[src/sv/drocc_pkg.sv]
// ----------------------------------------------------------------------------
// drocc_pkg: shared types and constants
// Request and response words, the front-to-back queue entry, and the codes
// used by the depth region occlusion check.
// ----------------------------------------------------------------------------
package drocc_pkg;

  typedef enum logic [1:0] {
    REQ_ADD   = 2'd0,
    REQ_PIXEL = 2'd1,
    REQ_EOF   = 2'd2,
    REQ_QUERY = 2'd3
  } req_t;

  localparam logic RESP_ADD   = 1'b0;
  localparam logic RESP_QUERY = 1'b1;

  localparam logic CFG_SCREEN_WIDTH  = 1'b0;
  localparam logic CFG_SCREEN_HEIGHT = 1'b1;

  localparam logic [15:0] FAR_MASK     = 16'hFFFC;
  localparam logic [3:0]  SLOT_NONE    = 4'hF;
  localparam logic [9:0]  RESET_WIDTH  = 10'd320;
  localparam logic [9:0]  RESET_HEIGHT = 10'd240;

  typedef struct packed {
    logic [1:0]         req_type;
    logic signed [11:0] pos_x;
    logic signed [11:0] pos_y;
    logic [5:0]         radius;
    logic [15:0]        depth;
    logic [3:0]         check_index;
  } in_word_t;

  typedef struct packed {
    logic              resp_kind;
    logic signed [3:0] slot;
    logic              visible_flag;
  } out_word_t;

  // Classified request as it waits between front and back.
  typedef struct packed {
    req_t               kind;
    logic               offscreen;
    logic [9:0]         left;
    logic [9:0]         top;
    logic [6:0]         wid;
    logic [6:0]         hgt;
    logic signed [11:0] px;
    logic signed [11:0] py;
    logic               far;
    logic [3:0]         qidx;
  } entry_t;

endpackage

[src/sv/drocc_front.sv]
// ----------------------------------------------------------------------------
// drocc_front: request classification
// Decodes a request, clips an add square against the screen and flags far
// depth samples, producing one queue entry.
// ----------------------------------------------------------------------------
module drocc_front
  import drocc_pkg::*;
(
  input  in_word_t   in_word,
  input  logic [9:0] screen_width,
  input  logic [9:0] screen_height,
  output entry_t     entry
);

  logic signed [12:0] x1, x2, y1, y2, sw, sh;
  logic signed [12:0] cl, ct, cr, cb;
  logic signed [12:0] ext_w, ext_h;

  always_comb begin
    sw = $signed({3'b000, screen_width});
    sh = $signed({3'b000, screen_height});
    x1 = $signed({in_word.pos_x[11], in_word.pos_x}) - $signed({7'b0, in_word.radius});
    x2 = $signed({in_word.pos_x[11], in_word.pos_x}) + $signed({7'b0, in_word.radius});
    y1 = $signed({in_word.pos_y[11], in_word.pos_y}) - $signed({7'b0, in_word.radius});
    y2 = $signed({in_word.pos_y[11], in_word.pos_y}) + $signed({7'b0, in_word.radius});

    cl = (x1 < 0) ? 13'sd0 : x1;
    ct = (y1 < 0) ? 13'sd0 : y1;
    cr = (x2 >= sw) ? sw - 13'sd1 : x2;
    cb = (y2 >= sh) ? sh - 13'sd1 : y2;
    ext_w = cr - cl + 13'sd1;
    ext_h = cb - ct + 13'sd1;

    entry.kind      = req_t'(in_word.req_type);
    entry.offscreen = (x2 < 0) || (y2 < 0) || (x1 >= sw) || (y1 >= sh);
    entry.left      = cl[9:0];
    entry.top       = ct[9:0];
    entry.wid       = ext_w[6:0];
    entry.hgt       = ext_h[6:0];
    entry.px        = in_word.pos_x;
    entry.py        = in_word.pos_y;
    entry.far       = (in_word.depth & FAR_MASK) == FAR_MASK;
    entry.qidx      = in_word.check_index;
  end

endmodule

[src/sv/drocc_queue.sv]
// ----------------------------------------------------------------------------
// drocc_queue: two-entry queue
// Decouples the classifying front from the slot table so that each side can
// stall on its own.
// ----------------------------------------------------------------------------
module drocc_queue
  import drocc_pkg::*;
(
  input  logic   clk,
  input  logic   rst,
  input  logic   push,
  input  entry_t push_entry,
  output logic   not_full,
  input  logic   pop,
  output logic   not_empty,
  output entry_t head
);

  entry_t     store [2];
  logic       wr_ptr;
  logic       rd_ptr;
  logic [1:0] count;

  assign not_full  = (count != 2'd2);
  assign not_empty = (count != 2'd0);
  assign head      = store[rd_ptr];

  always_ff @(posedge clk) begin
    if (rst) begin
      wr_ptr <= 1'b0;
      rd_ptr <= 1'b0;
      count  <= 2'd0;
    end else begin
      if (push) begin
        wr_ptr <= ~wr_ptr;
      end
      if (pop) begin
        rd_ptr <= ~rd_ptr;
      end
      case ({push, pop})
        2'b10:   count <= count + 2'd1;
        2'b01:   count <= count - 2'd1;
        default: count <= count;
      endcase
    end
  end

  always_ff @(posedge clk) begin
    if (push) begin
      store[wr_ptr] <= push_entry;
    end
  end

endmodule

[src/sv/drocc_back.sv]
// ----------------------------------------------------------------------------
// drocc_back: slot table and response register
// Holds the pending rectangles, marks them from far depth samples, commits
// flags at end of frame and answers add and query requests.
// ----------------------------------------------------------------------------
module drocc_back
  import drocc_pkg::*;
#(
  parameter int NUM_SLOTS = 8
) (
  input  logic      clk,
  input  logic      rst,
  input  logic      q_valid,
  input  entry_t    q_head,
  output logic      q_pop,
  output logic      out_valid,
  input  logic      out_ready,
  output out_word_t out_word
);

  localparam int CW = $clog2(NUM_SLOTS + 1);
  localparam int IW = (NUM_SLOTS > 1) ? $clog2(NUM_SLOTS) : 1;

  logic [CW-1:0]        active_count;
  logic [9:0]           rect_left   [NUM_SLOTS];
  logic [9:0]           rect_top    [NUM_SLOTS];
  logic [6:0]           rect_width  [NUM_SLOTS];
  logic [6:0]           rect_height [NUM_SLOTS];
  logic [NUM_SLOTS-1:0] far_seen;
  logic [NUM_SLOTS-1:0] committed_flag;

  logic                 answers;
  logic                 full;
  logic                 add_ok;
  logic [NUM_SLOTS-1:0] hit;
  logic [NUM_SLOTS-1:0] commit_val;
  logic                 q_in_range;
  logic signed [12:0]   sx, sy;
  logic                 out_valid_next;

  always_comb begin
    answers    = (q_head.kind == REQ_ADD) || (q_head.kind == REQ_QUERY);
    q_pop      = q_valid && (!answers || !out_valid || out_ready);
    full       = (active_count >= CW'(NUM_SLOTS));
    add_ok     = !full && !q_head.offscreen;
    q_in_range = ({1'b0, q_head.qidx} < 5'(NUM_SLOTS));
    sx         = $signed({q_head.px[11], q_head.px});
    sy         = $signed({q_head.py[11], q_head.py});
  end

  // The answer register empties when taken and refills from an add or query.
  always_comb begin
    out_valid_next = out_valid;
    if (out_valid && out_ready) begin
      out_valid_next = 1'b0;
    end
    if (q_pop && answers) begin
      out_valid_next = 1'b1;
    end
  end

  // One compare lane per slot; all lanes look at the same sample.
  always_comb begin
    for (int i = 0; i < NUM_SLOTS; i++) begin
      hit[i] = (CW'(i) < active_count) &&
               (sx >= $signed({3'b000, rect_left[i]})) &&
               (sx <  $signed({3'b000, rect_left[i]} + {6'b0, rect_width[i]})) &&
               (sy >= $signed({3'b000, rect_top[i]})) &&
               (sy <  $signed({3'b000, rect_top[i]} + {6'b0, rect_height[i]}));
      commit_val[i] = (CW'(i) < active_count) ? ~far_seen[i] : 1'b1;
    end
  end

  always_ff @(posedge clk) begin
    if (rst) begin
      active_count   <= '0;
      far_seen       <= '0;
      committed_flag <= '0;
      out_valid      <= 1'b0;
    end else begin
      out_valid <= out_valid_next;
      if (q_pop) begin
        unique case (q_head.kind)
          REQ_ADD: begin
            if (add_ok) begin
              active_count <= active_count + CW'(1);
              far_seen[active_count[IW-1:0]] <= 1'b0;
            end
          end
          REQ_PIXEL: begin
            if (q_head.far) begin
              far_seen <= far_seen | hit;
            end
          end
          REQ_EOF: begin
            committed_flag <= commit_val;
            far_seen       <= '0;
            active_count   <= '0;
          end
          REQ_QUERY: ;
        endcase
      end
    end
  end

  // Rectangle storage and the response payload carry no reset.
  always_ff @(posedge clk) begin
    if (q_pop && q_head.kind == REQ_ADD && add_ok) begin
      rect_left[active_count[IW-1:0]]   <= q_head.left;
      rect_top[active_count[IW-1:0]]    <= q_head.top;
      rect_width[active_count[IW-1:0]]  <= q_head.wid;
      rect_height[active_count[IW-1:0]] <= q_head.hgt;
    end
    if (q_pop && q_head.kind == REQ_ADD) begin
      out_word.resp_kind    <= RESP_ADD;
      out_word.slot         <= add_ok ? $signed(4'(active_count)) : $signed(SLOT_NONE);
      out_word.visible_flag <= 1'b0;
    end else if (q_pop && q_head.kind == REQ_QUERY) begin
      out_word.resp_kind    <= RESP_QUERY;
      out_word.slot         <= 4'sd0;
      out_word.visible_flag <= q_in_range ? committed_flag[q_head.qidx[IW-1:0]] : 1'b1;
    end
  end

endmodule

[src/sv/depth_region_occlusion_check.sv]
// ----------------------------------------------------------------------------
// depth_region_occlusion_check: occlusion query table over a depth stream
// Top level: configuration registers, classifying front, queue and slot
// table back end.
// ----------------------------------------------------------------------------
// Usage. Request words enter on in_valid/in_ready/in_word. An add word
// places a clipped square in the next free slot and answers with the slot
// number, or -1 when the square is off screen or the table is full. Depth
// pixel words, streamed in raster order, mark every pending slot whose
// rectangle covers a far sample. An end-of-frame word commits one flag per
// slot and empties the table; neither of these answers. A query word answers
// with the committed flag of one slot (1 for an index beyond the table).
// Answers leave on out_valid/out_ready/out_word in request order.
// An accepted word lands in the two-entry queue; the back end pops it from
// the queue head and registers any answer with out_valid. Throughput is one
// word per clock in either direction while the receiver does not stall; all
// slots are compared at once. When the receiver stalls, the answer waits in
// the output register; pixel and end-of-frame words behind it drain until an
// add or query reaches the queue head, and input stalls once the queue fills.
// The screen size registers (index 0 width, index 1 height) reset to 320 by
// 240. The user must write them through cfg_we/cfg_index/cfg_data only
// while idle; the block does not enforce it. Reset empties the table and
// clears every committed flag.
// ----------------------------------------------------------------------------
module depth_region_occlusion_check
  import drocc_pkg::*;
#(
  parameter int NUM_SLOTS = 8
) (
  input  logic      clk,
  input  logic      rst,
  input  logic      in_valid,
  output logic      in_ready,
  input  in_word_t  in_word,
  output logic      out_valid,
  input  logic      out_ready,
  output out_word_t out_word,
  input  logic      cfg_we,
  input  logic      cfg_index,
  input  logic [9:0] cfg_data
);

  logic [9:0] screen_width;
  logic [9:0] screen_height;
  entry_t     front_entry;
  entry_t     q_head;
  logic       q_not_empty;
  logic       q_pop;

  // Screen size registers; the index is a single bit so every write lands.
  always_ff @(posedge clk) begin
    if (rst) begin
      screen_width  <= RESET_WIDTH;
      screen_height <= RESET_HEIGHT;
    end else if (cfg_we) begin
      unique case (cfg_index)
        CFG_SCREEN_WIDTH:  screen_width  <= cfg_data;
        CFG_SCREEN_HEIGHT: screen_height <= cfg_data;
      endcase
    end
  end

  // The front clips add squares with the current screen size before queuing.
  drocc_front u_front (
    .in_word       (in_word),
    .screen_width  (screen_width),
    .screen_height (screen_height),
    .entry         (front_entry)
  );

  drocc_queue u_queue (
    .clk        (clk),
    .rst        (rst),
    .push       (in_valid && in_ready),
    .push_entry (front_entry),
    .not_full   (in_ready),
    .pop        (q_pop),
    .not_empty  (q_not_empty),
    .head       (q_head)
  );

  drocc_back #(
    .NUM_SLOTS (NUM_SLOTS)
  ) u_back (
    .clk       (clk),
    .rst       (rst),
    .q_valid   (q_not_empty),
    .q_head    (q_head),
    .q_pop     (q_pop),
    .out_valid (out_valid),
    .out_ready (out_ready),
    .out_word  (out_word)
  );

endmodule

[config.mk]
export PLATFORM = sky130hd
export DESIGN_NAME = depth_region_occlusion_check
export DESIGN_NICKNAME = d
export VERILOG_FILES = /design/src/sv/drocc_pkg.sv /design/src/sv/drocc_front.sv /design/src/sv/drocc_queue.sv /design/src/sv/drocc_back.sv /design/src/sv/depth_region_occlusion_check.sv
export SDC_FILE = /design/constraint.sdc
export NUM_CORES = 1
export LEC_CHECK = 0
export BUFFER_PORTS_ARGS = -buffer_cell sky130_fd_sc_hd__buf_2
export CAP_MARGIN = 30
export CORE_UTILIZATION = 40
export CTS_CLUSTER_SIZE = 25
export DETAILED_ROUTE_END_ITERATION = 6
export GPL_TIMING_DRIVEN = 0
export HOLD_SLACK_MARGIN = 0.06
export PLACE_DENSITY = 0.57
export REMOVE_ABC_BUFFERS = 1
export SETUP_SLACK_MARGIN = 0.02
export SYNTH_ARGS = -nofsm -noshare
export SYNTH_HDL_FRONTEND = slang
export SYNTH_SLANG_ARGS = --single-unit
[constraint.sdc]
create_clock -name clk -period 9.61 [get_ports clk]
set_input_delay 0.4805 -clock clk [delete_from_list [all_inputs] [get_ports clk]]
set_output_delay 0.4805 -clock clk [all_outputs]
set_load 0.01 [all_outputs]
; ---- Word-level counts from Yosys, hierarchy flattened
; Memories as Yosys holds them, arrays and structs flattened. A register that Yosys moved wholly into a read port is not among the register bits.
; Index checks and enable logic that the tools add are counted.
[totals]
register_bits = 51
mem_bits_rw = 404
out_inout_bits = 8
n_memories = 5
[mem_list]
columns = name, words, width, rd, rd_clocked_by_memory_dff, write_ports, line_no
row1 = u_queue.store, 2, 66, 1, 1, 1, drocc_queue.sv:19  ; entry_t store [2];
row2 = u_back.rect_left, 8, 10, 8, 0, 1, drocc_back.sv:25  ; logic [9:0] rect_left [NUM_SLOTS];
row3 = u_back.rect_top, 8, 10, 8, 0, 1, drocc_back.sv:26  ; logic [9:0] rect_top [NUM_SLOTS];
row4 = u_back.rect_height, 8, 7, 8, 0, 1, drocc_back.sv:28  ; logic [6:0] rect_height [NUM_SLOTS];
row5 = u_back.rect_width, 8, 7, 8, 0, 1, drocc_back.sv:27  ; logic [6:0] rect_width [NUM_SLOTS];
[classes]
n_addsub = 29
magnitude_cmp = 53
n_eq_ne = 9
mux = 34
n_bitwise = 14
reduce_logical = 63
[ops]
columns = cell, count
row1 = 12-bit by 11-bit >= comparator with 1-bit output, 16
row2 = 12-bit less-than comparator, 16
row3 = 10-bit by 7-bit adder with 11-bit output, 16
row4 = 13-bit by 11-bit >= comparator with 1-bit output, 4
row5 = "13-bit by 1-bit less-than comparator with 1-bit output, second input constant", 4
row6 = 1-bit logical AND, 41
row7 = 12-bit by 7-bit adder with 13-bit output, 2
row8 = 12-bit by 7-bit subtractor with 13-bit output, 2
row9 = 8-bit one-hot mux with 3 select lines, 1
row10 = 10-bit 2-to-1 mux, 2
row11 = 1-bit 2-to-1 mux, 19
row12 = "3-bit by 4-bit less-than comparator with 1-bit output, first input constant", 4
row13 = 8-bit 2-to-1 mux, 2
row14 = "7-bit by 2-bit adder with 7-bit output, second input constant", 2
row15 = "14-bit equality test, second input constant", 1
row16 = 7-bit 2-to-1 mux, 2
row17 = "7-bit by 1-bit subtractor with 7-bit output, second input constant", 2
row18 = 7-bit subtractor, 2
row19 = 1-bit inverter, 11
row20 = 5-bit 2-to-1 mux, 2
row21 = 2-bit nonzero test, 5
row22 = 8-bit bitwise AND, 1
row23 = "1-bit by 4-bit less-than comparator with 1-bit output, first input constant", 2
row24 = "2-bit by 4-bit less-than comparator with 1-bit output, first input constant", 2
row25 = 25 further kinds, 41

; ---- Longest topological paths before layout
; Gate-level depths: netlist of the first run.
[logic_depth]
word_depth = 10
mapped_depth = 27
depth_no_buf = 26

; ---- Cells and area by module
; A second synthesis of the first run with hierarchy kept.
[unflattened]
cells_unflattened = 2806
area_unflattened_um2 = 31560.3
[modules_own_cells]
columns = module, n_inst, cells_each, area_each_um2
row1 = drocc_back, 1, 1986, 21978.6
row2 = drocc_queue, 1, 227, 4972.3
row3 = drocc_front, 1, 513, 3759.9
row4 = depth_region_occlusion_check, 1, 80, 849.6

; ---- Worst setup path after synthesis of the first run
; No wires, ideal clock.
[synth_timing]
kind = flip-flop to flip-flop
start = reg (tool-made name)
end = mem u_back.rect_height[0][0] (enable)
setup_time_ps = 467
arrival_ps = 4857
required_time_ps = 9143
path_slack_ps = 4286
path_stages_with_launch = 12
path_buffers = 5
cell_sequence = dfxtp_1 -> buf_6 -> buf_6 -> buf_2 -> buf_1 -> mux2i_1 -> ha_1 -> o22ai_1 -> inv_1 -> clkbuf_1 -> nand4_1 -> nor3_1
[synth_lines]
columns = item, line_no
row1 = to (decl), drocc_back.sv:28

==> impl_metrics.py, run 1 <==
metrics = {
    "finish": {
        "multi_input_logic_area_um2": 16000,
        "final_layout_size_suffix_gt1_share_pct": 8.70,
        "num_antenna_cells": 0,
        "finalNetCount": 3418,
        "final_cell_count_no_fill": 3808,
        "layout.area.seq_um2": 13200,
        "utilization_pct": 45.0,
        "final_cell_mix": "528 x ha_1, 408 x edfxtp_1, 284 x inv_1",
        "flow.area_growth_from_synthesis_pct": 10.9,
        "fill_cells": 6760,
        "layout_commonest_cell": "ha_1",
    },
    "die": {
        "floorplan.io_pins": 76,
        "die_area_um2": 77000,
        "die_height_um": 277,
        "initial_cell_density_of_the_core_pct": 40.6,
        "chipWidth_um": 277,
        "rows": 100,
        "fp.coreArea_um2": 74800,
    },
    "worst_setup_path": {
        "worstPathCellList": "buf_2, inv_1, fa_1, o21bai_1, a21oi_1, o31ai_1, xor2_1, ha_1, nand4_1, or4_1, a31oi_1, o21ai_0, o311ai_2, nor2_1, a21oi_1, ha_1, ha_1, a21o_1, a21o_1, a21o_1, a21oi_1, xnor2_1, xnor2_1, xnor2_1",
        "cp.arrival_ns": 6.03,
        "critical_path.slowest_cell": "fa_1",
        "cpLargestDelayFamily": "compound AO/OA/AOI/OAI gates",
        "worstPathBufferInverterCount": 2,
        "critical_path.max_fanout": 11,
        "worstSetupPathType": "in2reg",
        "setup.worst_path.start_class": "primary input",
        "critPathMaxStageDelay_ns": 0.54,
        "end_kind": "flop",
        "worst_ep_required_time_ns": 9.94,
    },
    "placement": {
        "detailed_place_hpwl_mm": 55.9,
        "dp_slack_ns": 3.20,
        "numPlacedInstances": 3714,
        "gp_routability_congestion": 0.931,
        "port_buffers": 73,
    },
    "clock_network": {
        "ctsRootBufferMaster": "clkbuf_16",
        "clk_latency_ns": 0.59,
        "max-clock-path-buffers": 3,
        "cts_tree": "done",
        "clkSlewWorstSetupHoldPaths_ns": 0.06,
        "clock_sink_count": 456,
        "postCtsSetupBuffers": 0,
        "cts_max_level": 2,
        "cts_inserted_buffers": 50,
        "post_cts.resized_instances": 0,
    },
    "grt": {
        "grt_use_total_pct": 18.2,
        "grt_pass1_vias": 21974,
        "pin_count_of_the_biggest_net_entering_global_routing": 61,
        "grt_first_pass_wirelength_mm": 111,
        "globalRouteOverflowTotal": 0,
        "antenna_found_initial": 3,
    },
    "power_and_ir_drop": {
        "power.density_nw_per_um2": 196,
        "sequentialPowerShare_pct": 39.3,
        "combPwrFrac_pct": 32.2,
        "power_frac_clock_pct": 28.6,
        "power_report.internal_total_mw": 4.41,
        "power.switching_fraction_pct": 33.2,
        "worst_ir_drop_on_vdd_mv": 0.138,
        "p_leak_nw": 14.1,
        "p_sw_mw": 2.19,
    },
    "logic_synthesis": {
        "synth_edf_count": 408,
        "synth_area_um2": 30400,
        "synth_cell_type_count": 74,
        "post_synth_inst_count": 2695,
        "ys_seq_area_share_pct": 43.5,
        "synth.area.top_cells": "edfxtp_1 40%, ha_1 22%, inv_1 3.5%, xnor2_1 3.4%, a21oi_1 3.3%",
        "post_synth.cell_area_avg_um2": 11.3,
        "synth_seq_cells": 456,
        "dominantRegCellSynth": "edfxtp_1",
        "yosys.area.top_type": "edfxtp_1",
        "synthesis.yosys.warnings": 0,
        "postSynth.asyncResetShare_pct": 0,
        "post-synth-top-area-fraction_pct": 40.4,
    },
    "status": {
        "status": "finished clean",
    },
    "sta": {
        "worst_slack_ns": 3.91,
        "finalHoldViolations": 0,
        "report.final.setup_viol": 0,
        "fmaxAchievable_ghz": 0.175,
        "worst-slew-pin-transition_ns": 1.04,
        "finalWorstPathRequiredPeriod_ns": 5.70,
        "layout_worst_path_cycle_share_pct": 59.3,
        "clock_skew_ns": 0.0114,
        "grt_setup_unrepaired": "no",
        "timing.max_slew.rel_slack_pct": 30.9,
        "final_max_slew_viol_count": 0,
    },
    "job": {
        "maxCapViolations": 0,
    },
    "drt": {
        "vias": 20803,
        "wl_mm": 70.3,
        "detail-route-antenna-nets": 0,
        "detailedRoute.firstIterationViolations": 960,
        "firstDrtPassIters": 7,
        "drc_errors": 0,
        "avgRoutedWirePerCell_um": 18.5,
        "route.detailed.vias_per_inst": 5.46,
    },
    "worst_hold_path": {
        "min_path_type": "in2reg",
    },
}
-- power groups by stage --
stage               clock network [mW]  logic [mW]  registers, mW
detailed placement                   0        2.13           2.63
finish                            1.88        2.12           2.59
CTS                               1.93        2.15           2.59
global route                      2.01        2.39           2.61
floorplan                            0        1.37           2.63
global placement                     0        2.01           2.66
-- repair_timing --
item                                    CTS  global route
hold buffers                              3             0
endpoints found under the setup margin    0             0
endpoints found under the hold margin     6             0
-- cell families (layout without fill, tap and decap cells) --
family | Yosys count | in the layout | share of synthesized area (%)
AOI/OAI and AO/OA | 610 | 610 | 12.8
adders and majority gates | 550 | 550 | 23.2
and+or+nand+nor | 506 | 506 | 8.37
DFF | 456 | 456 | 43.5
buffers and inverters | 323 | 467 | 4.15
xor gates and xnor gates | 176 | 176 | 5.08
muxes | 74 | 74 | 2.85
-- final timing paths --
kind / from / to / slack (ns) / depth (start not counted)
hold reg to reg: screen_height[9] / screen_height[9] / 0.46 / 2
setup / recovery: in_word[21] / u_queue.store[1][35] / 3.91 / 24
hold / removal: in_word[0] / u_queue.store[0][0] / 0.10 / 1
setup reg to reg: flop / u_back.rect_width[0][3] / 4.82 / 7
-- per-layer routing --
layer	vias up	part of all wire (%)	global-route usage (%)
met1	10151	43	22.0
met3	133	3.9	2.63
li1	10139	-	-
met5	-	0.064	0
met2	374	50	32.8
met4	6	3.4	6.52
-- flip-flops by register name, indices dropped and copies added (netlist names), 2 cells and up, named ones only --
name / cells
screen_width: 10
u_back.far_seen: 8
u_back.committed_flag: 8
screen_height: 10
u_back.rect_height: 56
u_back.rect_width: 56
u_queue.count: 2
u_queue.store: 132
u_back.rect_left: 80
u_back.rect_top: 80
u_back.active_count: 4
u_back.out_word: 6
-- cell type report --
type	count	share of cell area [%]
repair buffers	92	1.84
multi-input cells	1916	47.4
clock buffers	64	3.97
clock inverters	27	0.788
well taps	969	3.60
inverters	284	3.17
flip-flops and latches	456	39.3
-- cells in the mapped netlist, types with 48 or more instances --
cell / count
a21o_1: 82
mux2_2: 54
inv_1: 284
nor2_1: 95
ha_1: 528
nand3_1: 49
a21oi_1: 202
nand2b_1: 50
xnor2_1: 117
xor2_1: 59
edfxtp_1: 408
dfxtp_1: 48
o21ai_0: 127
nand2_1: 149
-- per-stage QoR --
step	power, mW	hold slack (ns)	area, um^2	setup TNS (ns)
2_1_floorplan	4.00	0.430	30200	0
3_3_place_gp	4.67	0.451	31700	-7.96
3_5_place_dp	4.76	0.456	32000	0
4_1_cts	6.67	0.0698	33700	0
5_1_grt	7.01	0.0690	33700	0
6_report	6.59	0.101	33700	0
Power figures use the tool's default switching activity.
==> run 2: changes to the inputs <==
--- a/config.mk
+++ b/config.mk
@@ -5,6 +5,7 @@
 export SDC_FILE = /design/constraint.sdc
 export NUM_CORES = 1
 export LEC_CHECK = 0
+export ABC_AREA = 1
 export BUFFER_PORTS_ARGS = -buffer_cell sky130_fd_sc_hd__buf_2
 export CAP_MARGIN = 30
 export CORE_UTILIZATION = 40
@@ -12,7 +13,7 @@
 export DETAILED_ROUTE_END_ITERATION = 6
 export GPL_TIMING_DRIVEN = 0
 export HOLD_SLACK_MARGIN = 0.06
-export PLACE_DENSITY = 0.57
+export PLACE_DENSITY = 0.59
 export REMOVE_ABC_BUFFERS = 1
 export SETUP_SLACK_MARGIN = 0.02
 export SYNTH_ARGS = -nofsm -noshare
==> constraint.sdc (replaced) <==
create_clock -name clk -period 5.2 [get_ports clk]
set_input_delay 0.26 -clock clk [delete_from_list [all_inputs] [get_ports clk]]
set_output_delay 0.26 -clock clk [all_outputs]
set_load 0.01 [all_outputs]
==> run 2 against run 1 <==
Against the previous run: clock power up 110%; utilization up 0.91 points; global-route usage up 0.59 points; hold slack better by 0.16 ns; critical endpoint is now u_queue.store[0][35]; largest power group is now combinational cells; highest routed layer is now met4; total power up 130%; via count up 13%; critical path depth up 9; die area up 4.9%; largest cell class unchanged.
==> impl_metrics.py, run 2 <==
metrics = {
    "status": {
        "status": "finished clean",
    },
    "grt": {
        "globalRouteOverflowTotal": 0,
        "antenna_found_initial": 0,
        "pin_count_of_the_biggest_net_entering_global_routing": 72,
        "grt_first_pass_wirelength_mm": 121,
        "grt_use_total_pct": 18.8,
        "grt_pass1_vias": 23083,
    },
    "logic_synthesis": {
        "ys_seq_area_share_pct": 41.5,
        "synth_commonest_cells": "716 x nand2_1, 528 x ha_1, 512 x inv_1",
        "post_synth.cell_area_avg_um2": 9.18,
        "dominantRegCellSynth": "edfxtp_1",
        "synth_cell_type_count": 44,
        "postSynth.asyncResetShare_pct": 0,
        "yosys.area.top_type": "edfxtp_1",
        "synth_edf_count": 408,
        "synth.most_common_cell": "nand2_1",
        "post-synth-top-area-fraction_pct": 38.5,
        "post_synth_inst_count": 3470,
        "synth_seq_cells": 456,
        "synthesis.yosys.warnings": 0,
        "synth_area_um2": 31900,
        "synth.area.top_cells": "edfxtp_1 38%, ha_1 21%, nand2_1 8.4%, inv_1 6.0%, a21oi_1 5.2%",
    },
    "worst_setup_path": {
        "critical_path.max_fanout": 14,
        "cp.arrival_ns": 5.17,
        "critical-path-top-cell-by-count": "nand2_1",
        "cpLargestDelayFamily": "simple AND/OR/NAND/NOR gates",
        "end_kind": "flop",
        "critical_path.slowest_cell": "dlygate4sd3_1",
        "worst_ep_required_time_ns": 5.57,
        "worstSetupPathType": "in2reg",
        "setup.worst_path.start_class": "primary input",
        "critPathMaxStageDelay_ns": 0.54,
        "worstPathBufferInverterCount": 6,
    },
    "sta": {
        "fmaxAchievable_ghz": 0.208,
        "layout_worst_path_cycle_share_pct": 92.3,
        "setup_tns_ns": 0,
        "report.final.setup_viol": 0,
        "grt_setup_unrepaired": "no",
        "finalWorstPathRequiredPeriod_ns": 4.80,
        "final_max_slew_viol_count": 0,
        "clock_skew_ns": 0.0274,
        "finalHoldViolations": 0,
        "timing.max_slew.rel_slack_pct": 37.2,
        "worst-slew-pin-transition_ns": 0.939,
    },
    "finish": {
        "finalNetCount": 4251,
        "max_reg_flops": 132,
        "final_layout_size_suffix_gt1_share_pct": 6.58,
        "fill_cells": 7540,
        "max_flop_register": "u_queue.store",
        "final_cell_mix": "715 x nand2_1, 527 x ha_1, 512 x inv_1",
        "flow.area_growth_from_synthesis_pct": 13.7,
        "layout_commonest_cell": "nand2_1",
    },
    "clock_network": {
        "cts_max_level": 2,
        "ctsRootBufferMaster": "clkbuf_16",
        "max-clock-path-buffers": 3,
        "clk_latency_ns": 0.63,
        "clkSlewWorstSetupHoldPaths_ns": 0.06,
        "cts_tree": "done",
        "cts_inserted_buffers": 53,
        "clock_sink_count": 456,
        "postCtsSetupBuffers": 0,
    },
    "die": {
        "fp.coreArea_um2": 78900,
        "chipWidth_um": 284,
        "initial_cell_density_of_the_core_pct": 40.4,
        "rows": 103,
        "floorplan.io_pins": 76,
        "die_area_um2": 80800,
        "die_height_um": 284,
    },
    "drt": {
        "detailedRoute.firstIterationViolations": 1183,
        "route.detailed.vias_per_inst": 4.99,
        "avgRoutedWirePerCell_um": 16.0,
        "firstDrtPassIters": 5,
        "detail-route-antenna-nets": 0,
        "wl_mm": 75.8,
        "drc_errors": 0,
        "vias": 23604,
    },
    "worst_hold_path": {
        "min_path_type": "in2reg",
    },
    "power_and_ir_drop": {
        "worst_ir_drop_on_vdd_mv": 0.317,
        "p_leak_nw": 16.6,
        "post_layout_power_mw": 15.1,
        "power.density_nw_per_um2": 417,
    },
    "job": {
        "maxCapViolations": 0,
    },
    "placement": {
        "detailed_place_hpwl_mm": 57.9,
        "port_buffers": 73,
        "gp_routability_congestion": 0.850,
    },
}
-- run 2: cell type report --
| type | instances | area [um^2] | share of cell area [%] |
|---|---|---|---|
| Clock buffer | 58 | 1380 | 3.80 |
| Timing Repair Buffer | 147 | 1250 | 3.46 |
| Antenna cell | 1 | 2.50 | 0.00691 |
| Inverter | 526 | 1980 | 5.46 |
| Clock inverter | 42 | 507 | 1.40 |
| Sequential cell | 456 | 13200 | 36.5 |
| Multi-Input combinational cell | 2449 | 16600 | 45.7 |
| Tap cell | 1050 | 1310 | 3.63 |
-- run 2: worst reg2reg max path: stages, from the launching register on --
cell	delay, ns
dfxtp_4	0.86
inv_4	0.55
or2_2	0.45
o21ai_0	0.21
ha_1	0.26
inv_2	0.12
nand3_1	0.09
nand2_1	0.08
nor2_1	0.13
nand2_1	0.43
nor3_4	0.64
buf_4	0.33
buf_4	0.24
-- run 2: timing repair --
item | in CTS | in global routing
setup endpoints to repair | 0 | 16
gates resized for setup | 0 | 9
hold buffers | 51 | 0
endpoints found under the hold margin | 89 | 0
-- run 2: worst paths after layout --
kind,end,cells after the start,start,slack [ns]
setup reg to reg,u_back.rect_top[0][1],12,flop,0.51
hold reg to reg,flop,1,u_queue.rd_ptr,0.46
hold / removal,screen_height[8],3,cfg_we,0.26
setup / recovery,u_queue.store[0][35],33,in_word[28],0.40
-- run 2: report_power, final --
| group | leakage, nW | internal (mW) | switching (mW) |
|---|---|---|---|
| Clock | 0.917 | 2.38 | 1.62 |
| Sequential | 4.13 | 4.75 | 0.209 |
| Combinational | 11.6 | 1.92 | 4.22 |
| Total | 16.6 | 9.04 | 6.06 |
-- run 2: cell families after synthesis --
group / synth area share [%]
AOI/OAI and AO/OA: 9.45
xor gates and xnor gates: 4.64
adders and majority gates: 22.1
buffers and inverters: 6.84
DFF: 41.5
muxes: 0.0629
and+or+nand+nor: 15.4
-- run 2: routing by layer --
layer	wire, um	GRT usage, %	share of wire (%)
met3	2470	2.12	3.3
met5	0	0	0
met1	35000	24.6	46
met2	36900	33.1	49
met4	1350	4.21	1.8
-- run 2: stage by stage --
stage          std cells  setup WS [ns]  util, %  hold slack, ns  area (um^2)
2_1_floorplan       3431         -0.829        -           0.329        31700
3_3_place_gp        4554          -4.13     42.3           0.430        33300
3_5_place_dp        4575         0.0784     42.8           0.447        33700
4_1_cts             4726          0.165     45.8           0.208        36100
5_1_grt             4728         0.0339     45.9           0.262        36200
6_report            4729          0.403     45.9           0.256        36200
